--- config.mk ---
export PLATFORM = sky130hd
export DESIGN_NAME = ffha_cell
export DESIGN_NICKNAME = d
export VERILOG_FILES = /design/src/sv/ffha_pkg.sv /design/src/sv/ffha_cell.sv
export SDC_FILE = /design/constraint.sdc
export NUM_CORES = 1
export LEC_CHECK = 0
export BUFFER_PORTS_ARGS = -buffer_cell sky130_fd_sc_hd__buf_4
export CORE_ASPECT_RATIO = 1.4
export CORE_MARGIN = 2
export CORE_UTILIZATION = 43
export DETAILED_ROUTE_END_ITERATION = 16
export GPL_TIMING_DRIVEN = 0
export PLACE_DENSITY = 0.86
export SYNTH_ARGS = -nofsm -noshare
export SYNTH_HDL_FRONTEND = slang
export SYNTH_SLANG_ARGS = --single-unit
--- constraint.sdc ---
create_clock -name clk_i -period 5.5 [get_ports clk_i]
set_clock_uncertainty 0.1 [all_clocks]
set_input_delay 0.55 -clock clk_i [delete_from_list [all_inputs] [get_ports clk_i]]
set_output_delay 0.55 -clock clk_i [all_outputs]
set_load 0.02 [all_outputs]
--- src/sv/ffha_pkg.sv ---
// Package with shared types and constants of the first-fit heap allocator
`timescale 1ns / 1ps
package ffha_pkg;
  localparam logic [2:0] StOk      = 3'd0;
  localparam logic [2:0] StZero    = 3'd1;
  localparam logic [2:0] StNoSpace = 3'd2;
  localparam logic [2:0] StFull    = 3'd3;
  localparam logic [2:0] StUnknown = 3'd4;

  localparam logic [16:0] MinAlloc = 17'd16;

  typedef enum logic [2:0] {
    S_IDLE, S_DECIDE, S_MERGE_LO, S_DROP_LO, S_MERGE_HI, S_DROP_HI, S_TRIM, S_DONE
  } state_e;

  // Command broadcast to all cells of the row
  typedef enum logic [2:0] {
    C_NONE, C_INSERT, C_DELETE, C_WRITE, C_SETUSED
  } cmd_e;

  typedef struct packed {
    cmd_e        cmd;
    logic [5:0]  pos;
    logic [15:0] start_val;
    logic [15:0] size_val;
    logic        used_val;
  } cell_ctl_t;
endpackage

--- src/sv/ffha_cell.sv ---
// One table cell: holds one block entry and shifts with its neighbors
`timescale 1ns / 1ps
module ffha_cell #(
  parameter int unsigned Idx = 0
) (
  input  logic                clk_i,
  input  ffha_pkg::cell_ctl_t ctl_i,
  input  logic [15:0]         prev_start_i,
  input  logic [15:0]         prev_size_i,
  input  logic                prev_used_i,
  input  logic [15:0]         next_start_i,
  input  logic [15:0]         next_size_i,
  input  logic                next_used_i,
  output logic [15:0]         start_o,
  output logic [15:0]         size_o,
  output logic                used_o
);
  localparam logic [5:0] MyIdx = 6'(Idx);
  logic [15:0] start_q, start_d, size_q, size_d;
  logic        used_q, used_d;

  always_comb begin
    start_d = start_q;
    size_d  = size_q;
    used_d  = used_q;
    unique case (ctl_i.cmd)
      ffha_pkg::C_INSERT: begin
        // entries above pos move up one, pos takes the new entry
        if (MyIdx > ctl_i.pos) begin
          start_d = prev_start_i;
          size_d  = prev_size_i;
          used_d  = prev_used_i;
        end else if (MyIdx == ctl_i.pos) begin
          start_d = ctl_i.start_val;
          size_d  = ctl_i.size_val;
          used_d  = ctl_i.used_val;
        end
      end
      ffha_pkg::C_DELETE: begin
        if (MyIdx >= ctl_i.pos) begin
          start_d = next_start_i;
          size_d  = next_size_i;
          used_d  = next_used_i;
        end
      end
      ffha_pkg::C_WRITE: begin
        if (MyIdx == ctl_i.pos) begin
          start_d = ctl_i.start_val;
          size_d  = ctl_i.size_val;
          used_d  = ctl_i.used_val;
        end
      end
      ffha_pkg::C_SETUSED: begin
        if (MyIdx == ctl_i.pos) used_d = ctl_i.used_val;
      end
      default: ;
    endcase
  end

  always_ff @(posedge clk_i) begin
    start_q <= start_d;
    size_q  <= size_d;
    used_q  <= used_d;
  end

  assign start_o = start_q;
  assign size_o  = size_q;
  assign used_o  = used_q;
endmodule

==> results of run 1 <==
==> cell families (layout without fill, tap and decap cells) <==
group	count (synthesis)	count (layout)
flops	33	33
simple gates	74	74
buf+inv	19	135
compound gates	68	68
==> cell usage after synthesis <==
| library cell | number | area (um2) |
|---|---|---|
| sky130_fd_sc_hd__a31oi_1 | 34 | 213 |
| sky130_fd_sc_hd__buf_2 | 6 | 30.0 |
| sky130_fd_sc_hd__buf_6 | 3 | 33.8 |
| sky130_fd_sc_hd__clkbuf_1 | 10 | 37.5 |
| sky130_fd_sc_hd__edfxtp_1 | 33 | 991 |
| sky130_fd_sc_hd__nand2_1 | 1 | 3.75 |
| sky130_fd_sc_hd__nand3_1 | 33 | 165 |
| sky130_fd_sc_hd__nor2_1 | 36 | 135 |
| sky130_fd_sc_hd__nor4_4 | 1 | 21.3 |
| sky130_fd_sc_hd__o21ai_0 | 4 | 20.0 |
| sky130_fd_sc_hd__o21ai_1 | 29 | 145 |
| sky130_fd_sc_hd__o21ai_2 | 1 | 8.76 |
| sky130_fd_sc_hd__or2_2 | 1 | 6.26 |
| sky130_fd_sc_hd__or3b_1 | 1 | 8.76 |
| sky130_fd_sc_hd__or4_4 | 1 | 11.3 |
==> final cells by class <==
type / count / area (um2)
Buffer: 19 / 101
Clock buffer: 5 / 68.8
Multi-Input combinational cell: 142 / 746
Fill cell: 355 / 1380
Clock inverter: 3 / 12.5
Tap cell: 45 / 56.3
Sequential cell: 33 / 991
Timing Repair Buffer: 108 / 811
==> report_power, final <==
part	leakage (nW)	internal [mW]	switching [mW]
logic	0.757	0.0632	0.0621
registers	0.308	0.293	0.00601
clock network	0.0430	0.0852	0.0897
==> metrics by stage <==
| stage | hold WS (ns) | cell area (um2) | std cells | util | setup WS, ns |
|---|---|---|---|---|---|
| floorplan | 0.649 | 1830 | 194 | - | 2.55 |
| global placement | 0.532 | 2700 | 347 | 0.647 | 1.64 |
| detailed placement | 0.544 | 2710 | 347 | 0.649 | 2.85 |
| CTS | 0.505 | 2790 | 355 | 0.668 | 3.14 |
| global route | 0.525 | 2790 | 355 | 0.668 | 3.03 |
| finish | 0.512 | 2790 | 355 | 0.668 | 3.20 |
==> registers in the layout (all words and copies together), names as in the netlist <==
signal	cells
size_o	16
start_o	16
used_o	1
==> worst paths after layout <==
path	startpoint	to	slack, ns
setup / recovery	ctl_i[38]	start_o[5]	3.20
hold / removal	next_start_i[0]	start_o[0]	0.51
setup reg to reg	size_o[14]	size_o[14]	4.48
hold reg to reg	start_o[14]	start_o[14]	0.56
==> worst max-delay path, cell delays in order <==
cell and delay (ns):
sky130_fd_sc_hd__buf_4 0.12, sky130_fd_sc_hd__nor4_4 0.46, sky130_fd_sc_hd__a31oi_1 0.23, sky130_fd_sc_hd__nor2_4 0.73
==> metal layers <==
layer  GRT usage  wire length (um)  vias to the layer above
met2       0.406              2840                      102
li1            -                 -                      969
met1       0.294              2310                      904
met4      0.0864                70                        0
met5           0                 0                        -
met3      0.0478               408                        6
==> results_dict.tcl, run 1 <==
set metrics [dict create \
    result_of_the_run "complete, no violations" \
    drt_pre_antenna_iters 4 \
    yosys.area_share.adder 0 \
    die-area_um2 4800 \
    yosys_warnings 0 \
    drt_iter0_drc 154 \
    worst_slew_pin_slew_ns 0.912 \
    compound_gate_fraction_of_synth_area 0.211 \
    max_cap_viol_count 0 \
    yosysUniqueCellTypes 15 \
    drt-wirelength-per-cell_um 15.8 \
    rsz0062_at_grt "false" \
    via_count_of_the_first_global_routing_pass 1941 \
    detailed_place_hpwl_mm 4.07 \
    cp_max_fo 32 \
    synth.avg_cell_area_um2 9.44 \
    clockRootBuffer "sky130_fd_sc_hd__clkbuf_8" \
    io_pins 142 \
    grt_start_max_net_pins 33 \
    power.ir.vdd_worst_mv 0.111 \
    finalWeightedCongestion 0.846 \
    dieWidth_um 59.1 \
    antenna_left 0 \
    grt_pass1_wl_mm 8.83 \
    critical_path_arrival_ns 2.11 \
    clkLatencyLatePin_ns 0.28 \
    cts-buffers-inserted 5 \
    drive_above_1_share 0.413 \
    mostFrequentLayoutCells "sky130_fd_sc_hd__buf_4 (108), sky130_fd_sc_hd__nor2_1 (35), sky130_fd_sc_hd__a31oi_1 (34)" \
    seq_area_frac_synth 0.541 \
    register_bit_count_reported_by_yosys 33 \
    synthesis.nets 303 \
    clockBufferDepth 2 \
    finalCriticalPeriod_ns 2.30 \
    cts_tree "done" \
    hold_viol_final 0 \
    synthesis.instances 194 \
    post_cts_setup_bufs 0 \
    achievable-frequency_mhz 434 \
    detail_route.wirelength_mm 5.62 \
    whs_path_depth 3 \
    floorplan.core_area_um2 4170 \
    row_count 28 \
    leading_cell_type_in_the_layout_fill_and_taps_excluded "sky130_fd_sc_hd__buf_4" \
    cts-htree-levels 2 \
    post-route-period-util 0.419 \
    routed-via-count 1981 \
    post_synth_xor_area_fraction 0 \
    r2r_cells 2 \
    critical_path.endpoint_type "flip-flop" \
    syn_area_um2 1830 \
    path_class_of_the_lowest_slack_min_delay_path "input port to flip-flop" \
    max-slew-margin-rel 0.390 \
    synth-simple-area-share 0.192 \
    static-leakage-power_nw 1.11 \
    synth.area.mux_share 0 \
    power.density_cell_area_nw_per_um2 215 \
    num-nets-final 418 \
    report.final.slew_viol_count 0 \
    cts-hold-fix-buffers 0 \
    die-height_um 81.2 \
    cp-start-kind "input port" \
    drc_errors 0 \
    post_cts.resized_instances 0 \
    synth_top_family_by_area "compound AO/OA/AOI/OAI gates" \
    clkTransAtPathRegs_ns 0.07 \
    n_antenna_cell 0 \
    antenna_violations_before_repair 0 \
    setup_viol_count_final 0 \
    globalRoute.totalOverflow 0 \
    total_power_mw 0.600 \
    placement.io_buffers 108 \
    timing.critical_path.required_ns 5.31 \
    cts_num_sinks 33 \
    vias_per_cell 5.58 \
    area_growth_syn_to_layout_pct 52.2 \
    starting_density_of_the_core 0.439 \
    worst_setup_path_class "input port to flip-flop" \
    total_global_routing_track_utilization 0.238 \
    finalSetupTns_ns 0 \
]
No activity file was read; power rests on OpenSTA's default activity.
==> run 2, diff against run 1 <==
--- a/config.mk
+++ b/config.mk
@@ -8,10 +8,10 @@
 export BUFFER_PORTS_ARGS = -buffer_cell sky130_fd_sc_hd__buf_4
 export CORE_ASPECT_RATIO = 1.4
 export CORE_MARGIN = 2
-export CORE_UTILIZATION = 43
+export CORE_UTILIZATION = 40
 export DETAILED_ROUTE_END_ITERATION = 16
 export GPL_TIMING_DRIVEN = 0
-export PLACE_DENSITY = 0.86
+export PLACE_DENSITY = 0.81
 export SYNTH_ARGS = -nofsm -noshare
 export SYNTH_HDL_FRONTEND = slang
 export SYNTH_SLANG_ARGS = --single-unit
==> constraint.sdc (replaced) <==
create_clock -name clk_i -period 2.25 [get_ports clk_i]
set_clock_uncertainty 0.1 [all_clocks]
set_input_delay 0.225 -clock clk_i [delete_from_list [all_inputs] [get_ports clk_i]]
set_output_delay 0.225 -clock clk_i [all_outputs]
set_load 0.02 [all_outputs]
==> run 2 against run 1 <==
Net effect:
- wire length shrank 1.2%
- register-to-register slack lost 3.2 ns
- highest routed layer unchanged
- power grew 140%
- via count shrank 0.76%
- critical endpoint is now size_o[6]
==> results_dict.tcl, run 2 (synthesis gave the netlist of run 1 again) <==
set metrics [dict create \
    result_of_the_run "complete, no violations" \
    antenna_left 0 \
    drc_errors 0 \
    grt_start_max_net_pins 33 \
    cts-buffers-inserted 5 \
    io_pins 142 \
    drt-wirelength-per-cell_um 14.9 \
    critical_path.endpoint_type "flip-flop" \
    area_growth_syn_to_layout_pct 53.4 \
    grt_pass1_wl_mm 8.87 \
    static-leakage-power_nw 1.11 \
    post_cts_setup_bufs 0 \
    post-route-period-util 0.886 \
    antenna_violations_before_repair 0 \
    worst_path_largest_cell_delay_ns 0.74 \
    worst_setup_path_class "input port to flip-flop" \
    detail_route.wirelength_mm 5.55 \
    path_class_of_the_lowest_slack_min_delay_path "input port to flip-flop" \
    clockBufferDepth 2 \
    floorplan.core_area_um2 4460 \
    r2r_cells 2 \
    mostFrequentLayoutCells "sky130_fd_sc_hd__buf_4 (108), sky130_fd_sc_hd__nor2_1 (35), sky130_fd_sc_hd__a31oi_1 (34)" \
    dieWidth_um 61.2 \
    clkTransAtPathRegs_ns 0.07 \
    finalCriticalPeriod_ns 1.99 \
    max_cap_viol_count 0 \
    routed-via-count 1966 \
    finalSetupTns_ns 0 \
    drt_pre_antenna_iters 6 \
    placement.io_buffers 108 \
    cts-htree-levels 2 \
    whs_path_depth 3 \
    drive_above_1_share 0.413 \
    report.final.slew_viol_count 0 \
    timing.critical_path.required_ns 2.05 \
    power.ir.vdd_worst_mv 0.487 \
    cts-hold-fix-buffers 0 \
    cts_tree "done" \
    multi_input_comb_area_um2 746 \
    cts_num_sinks 33 \
    delay_heaviest_family_cp "simple AND/OR/NAND/NOR gates" \
    fillers 414 \
    power.density_cell_area_nw_per_um2 520 \
    n_antenna_cell 0 \
    cp_slowest_cell "sky130_fd_sc_hd__nor2_4" \
    placed_area_um2 2730 \
    clockRootBuffer "sky130_fd_sc_hd__clkbuf_8" \
    path_cells "buf_4, nor4_4, a31oi_1, nor2_4" \
    via_count_of_the_first_global_routing_pass 1954 \
    rsz0062_at_grt "false" \
    fin_area_um2 2810 \
    worst_slew_pin_slew_ns 0.913 \
    achievable-frequency_mhz 501 \
    critical_path.n_buffers_inverters 1 \
    cp-start-kind "input port" \
    cp_max_fo 32 \
    total_global_routing_track_utilization 0.225 \
    num-nets-final 418 \
    drt_iter0_drc 85 \
    globalRoute.totalOverflow 0 \
    clkLatencyLatePin_ns 0.28 \
    final-seq-area_um2 991 \
    post_cts.resized_instances 0 \
    row_count 29 \
    critical_path_arrival_ns 1.80 \
    leading_cell_type_in_the_layout_fill_and_taps_excluded "sky130_fd_sc_hd__buf_4" \
    starting_density_of_the_core 0.410 \
    vias_per_cell 5.28 \
    hold_slack_ns 0.183 \
    finalWeightedCongestion 0.785 \
    die-area_um2 5140 \
    die-height_um 84.0 \
    max-slew-margin-rel 0.390 \
    setup_viol_count_final 0 \
    cp_num_cells 4 \
    hold_viol_final 0 \
    detailed_place_hpwl_mm 4.11 \
]
[run 2: area by class of cell]
cell class | instances | area share
clock inverter | 3 | 0.00446
timing repair buffer | 108 | 0.289
clock buffer | 5 | 0.0245
multi-input combinational | 142 | 0.266
tap | 62 | 0.0276
buffer | 19 | 0.0361
sequential | 33 | 0.353
[run 2: power by group]
group	switching (mW)	internal, mW	leakage, nW	total, mW
sequential	0.0145	0.717	0.308	0.732
clock	0.213	0.208	0.0430	0.421
combinational	0.153	0.155	0.757	0.307
total	0.380	1.08	1.11	1.46
[run 2: per-stage QoR]
stage          setup slack (ns)  instances  power (mW)  utilization
5_1_grt                   0.174        372        1.52        0.629
3_5_place_dp            -0.0394        364        1.05        0.611
3_3_place_gp             -0.489        364        1.05        0.610
4_1_cts                   0.253        372        1.47        0.629
6_report                  0.256        372        1.46        0.629
2_1_floorplan             0.139        194       0.874            -
[run 2: worst paths after layout]
kind	startpoint	endpoint	slack, ns
worst max-delay path	ctl_i[38]	size_o[6]	0.26
worst max register to register	start_o[0]	start_o[0]	1.27
worst min-delay path	next_start_i[13]	start_o[13]	0.18
worst min register to register	start_o[14]	start_o[14]	0.56
[run 2: metal layers]
layer / vias to the layer above / GRT usage / share of wire
met5: - / 0 / 0
met1: 925 / 0.282 / 0.41
li1: 968 / - / -
met2: 67 / 0.378 / 0.53
met3: 6 / 0.0558 / 0.051
met4: 0 / 0.0553 / 0.012
[run 2: tightest hold or removal path, cell delays in order]
cell and delay (ns):
sky130_fd_sc_hd__buf_4 0.08, sky130_fd_sc_hd__nor2_1 0.03, sky130_fd_sc_hd__a31oi_1 0.12
==> run 3, diff against run 2 <==
--- a/config.mk
+++ b/config.mk
@@ -6,12 +6,14 @@
 export NUM_CORES = 1
 export LEC_CHECK = 0
 export BUFFER_PORTS_ARGS = -buffer_cell sky130_fd_sc_hd__buf_4
+export CELL_PAD_IN_SITES_DETAIL_PLACEMENT = 1
+export CELL_PAD_IN_SITES_GLOBAL_PLACEMENT = 2
 export CORE_ASPECT_RATIO = 1.4
 export CORE_MARGIN = 2
-export CORE_UTILIZATION = 40
+export CORE_UTILIZATION = 20
 export DETAILED_ROUTE_END_ITERATION = 16
 export GPL_TIMING_DRIVEN = 0
-export PLACE_DENSITY = 0.81
+export PLACE_DENSITY_LB_ADDON = 0.1
 export SYNTH_ARGS = -nofsm -noshare
 export SYNTH_HDL_FRONTEND = slang
 export SYNTH_SLANG_ARGS = --single-unit
==> run 3 against run 2 <==
Net effect:
- sequential power about the same
- register-to-register slack worse by 0.02 ns
- wire length is 34% higher
- power up 17%
- clock power grew 54%
- worst hold slack better by 0.014 ns
- critical endpoint is now size_o[10]
- largest cell class unchanged
- largest power group unchanged
==> results_dict.tcl, run 3 (synthesis gave the netlist of run 1 again) <==
set metrics [dict create \
    result_of_the_run "complete, no violations" \
    worst_setup_path_class "input port to flip-flop" \
    hold_viol_final 0 \
    worst_slew_pin_slew_ns 0.550 \
    setup_viol_count_final 0 \
    floorplan.core_area_um2 8980 \
    max_cap_viol_count 0 \
    cts-htree-levels 2 \
    drt_pre_antenna_iters 4 \
    clockRootBuffer "sky130_fd_sc_hd__clkbuf_16" \
    met2_wirelength_mm 3.81 \
    detail_route.wirelength_mm 7.44 \
    grt_pass1_wl_mm 11.9 \
    row_count 41 \
    post-route-period-util 0.842 \
    placement.io_buffers 108 \
    mostFrequentLayoutCells "sky130_fd_sc_hd__buf_4 (108), sky130_fd_sc_hd__nor2_1 (35), sky130_fd_sc_hd__a31oi_1 (34)" \
    max-slew-margin-rel 0.632 \
    total_global_routing_track_utilization 0.153 \
    drt-met1-wl_mm 3.08 \
    power.density_cell_area_nw_per_um2 579 \
    cp-start-kind "input port" \
    finalCriticalPeriod_ns 1.89 \
    cts_tree "done" \
    achievable-frequency_mhz 528 \
    rsz0062_at_grt "false" \
    dieWidth_um 84.9 \
    io_pins 142 \
    clkTransAtPathRegs_ns 0.05 \
    detailed_place_hpwl_mm 5.50 \
    power.ir.vdd_worst_mv 0.258 \
    wl_met3_um 378 \
    finalWeightedCongestion 0.742 \
    die-area_um2 9940 \
    antenna_violations_before_repair 0 \
    post-route-util 0.328 \
    antenna_left 0 \
    leading_cell_type_in_the_layout_fill_and_taps_excluded "sky130_fd_sc_hd__buf_4" \
    cts_num_sinks 33 \
    report.final.slew_viol_count 0 \
    cts-hold-fix-buffers 0 \
    path_class_of_the_lowest_slack_min_delay_path "input port to flip-flop" \
    starting_density_of_the_core 0.204 \
    die-height_um 117 \
    critical_path_arrival_ns 1.77 \
    routed-via-count 2000 \
    clkLatencyLatePin_ns 0.27 \
    drt-wirelength-per-cell_um 17.9 \
    post_route_setup_slack_ns 0.356 \
    vias_per_cell 4.80 \
    via_count_of_the_first_global_routing_pass 2212 \
    fillers 1049 \
    post_cts_setup_bufs 0 \
    cp_max_fo 20 \
    n_antenna_cell 0 \
    dr.max_layer_used "met4" \
    drt_iter0_drc 69 \
    grt_start_max_net_pins 21 \
    globalRoute.totalOverflow 0 \
    critical_path.endpoint_type "flip-flop" \
    timing.critical_path.required_ns 2.13 \
    cts-buffers-inserted 5 \
    num-nets-final 419 \
    post_cts.resized_instances 0 \
    drc_errors 0 \
    clockBufferDepth 2 \
    drive_above_1_share 0.413 \
    area_growth_syn_to_layout_pct 60.8 \
    static-leakage-power_nw 1.14 \
    place_worst_setup_slack_ns 0.0396 \
]
==> run 3: worst max-delay path, cell delays in order <==
cell	delay (ns)
sky130_fd_sc_hd__buf_4	0.12
sky130_fd_sc_hd__nor4_4	0.50
sky130_fd_sc_hd__a31oi_1	0.24
sky130_fd_sc_hd__nor2_4	0.43
sky130_fd_sc_hd__buf_16	0.24
==> run 3: through the flow <==
step           hold WS (ns)  cell area, um2  cells  TNS (ns)  power, mW
2_1_floorplan         0.346            1830    194         0      0.874
3_3_place_gp          0.472            2780    409    -25.79       1.06
3_5_place_dp          0.479            2810    410         0       1.07
4_1_cts               0.192            2940    417         0       1.73
5_1_grt               0.202            2940    417         0       1.79
6_report              0.197            2940    417         0       1.70
==> run 3: layout make-up <==
cell class	instances	area (um2)	area share
Buffer	19	101	0.0344
Timing Repair Buffer	109	838	0.285
Tap cell	107	134	0.0455
Multi-Input combinational cell	142	746	0.253
Sequential cell	33	991	0.337
Clock buffer	6	129	0.0438
Clock inverter	1	3.75	0.00128
==> run 3: routing by layer <==
layer | vias to the layer above | global-route usage
met5 | - | 0
met1 | 945 | 0.180
li1 | 970 | -
met4 | 0 | 0.0571
met3 | 13 | 0.0323
met2 | 72 | 0.275
==> run 3: final timing paths <==
check	slack (ns)	cells past startpoint	startpoint	end
max	0.36	5	ctl_i[38]	size_o[10]
min reg2reg	0.57	2	size_o[8]	size_o[8]
max reg2reg	1.25	2	start_o[1]	start_o[1]
min	0.20	3	next_start_i[7]	start_o[7]
==> run 3: power by group <==
part / switching (mW) / internal, mW
Combinational: 0.163 / 0.160
Clock: 0.247 / 0.400
Sequential: 0.0154 / 0.718
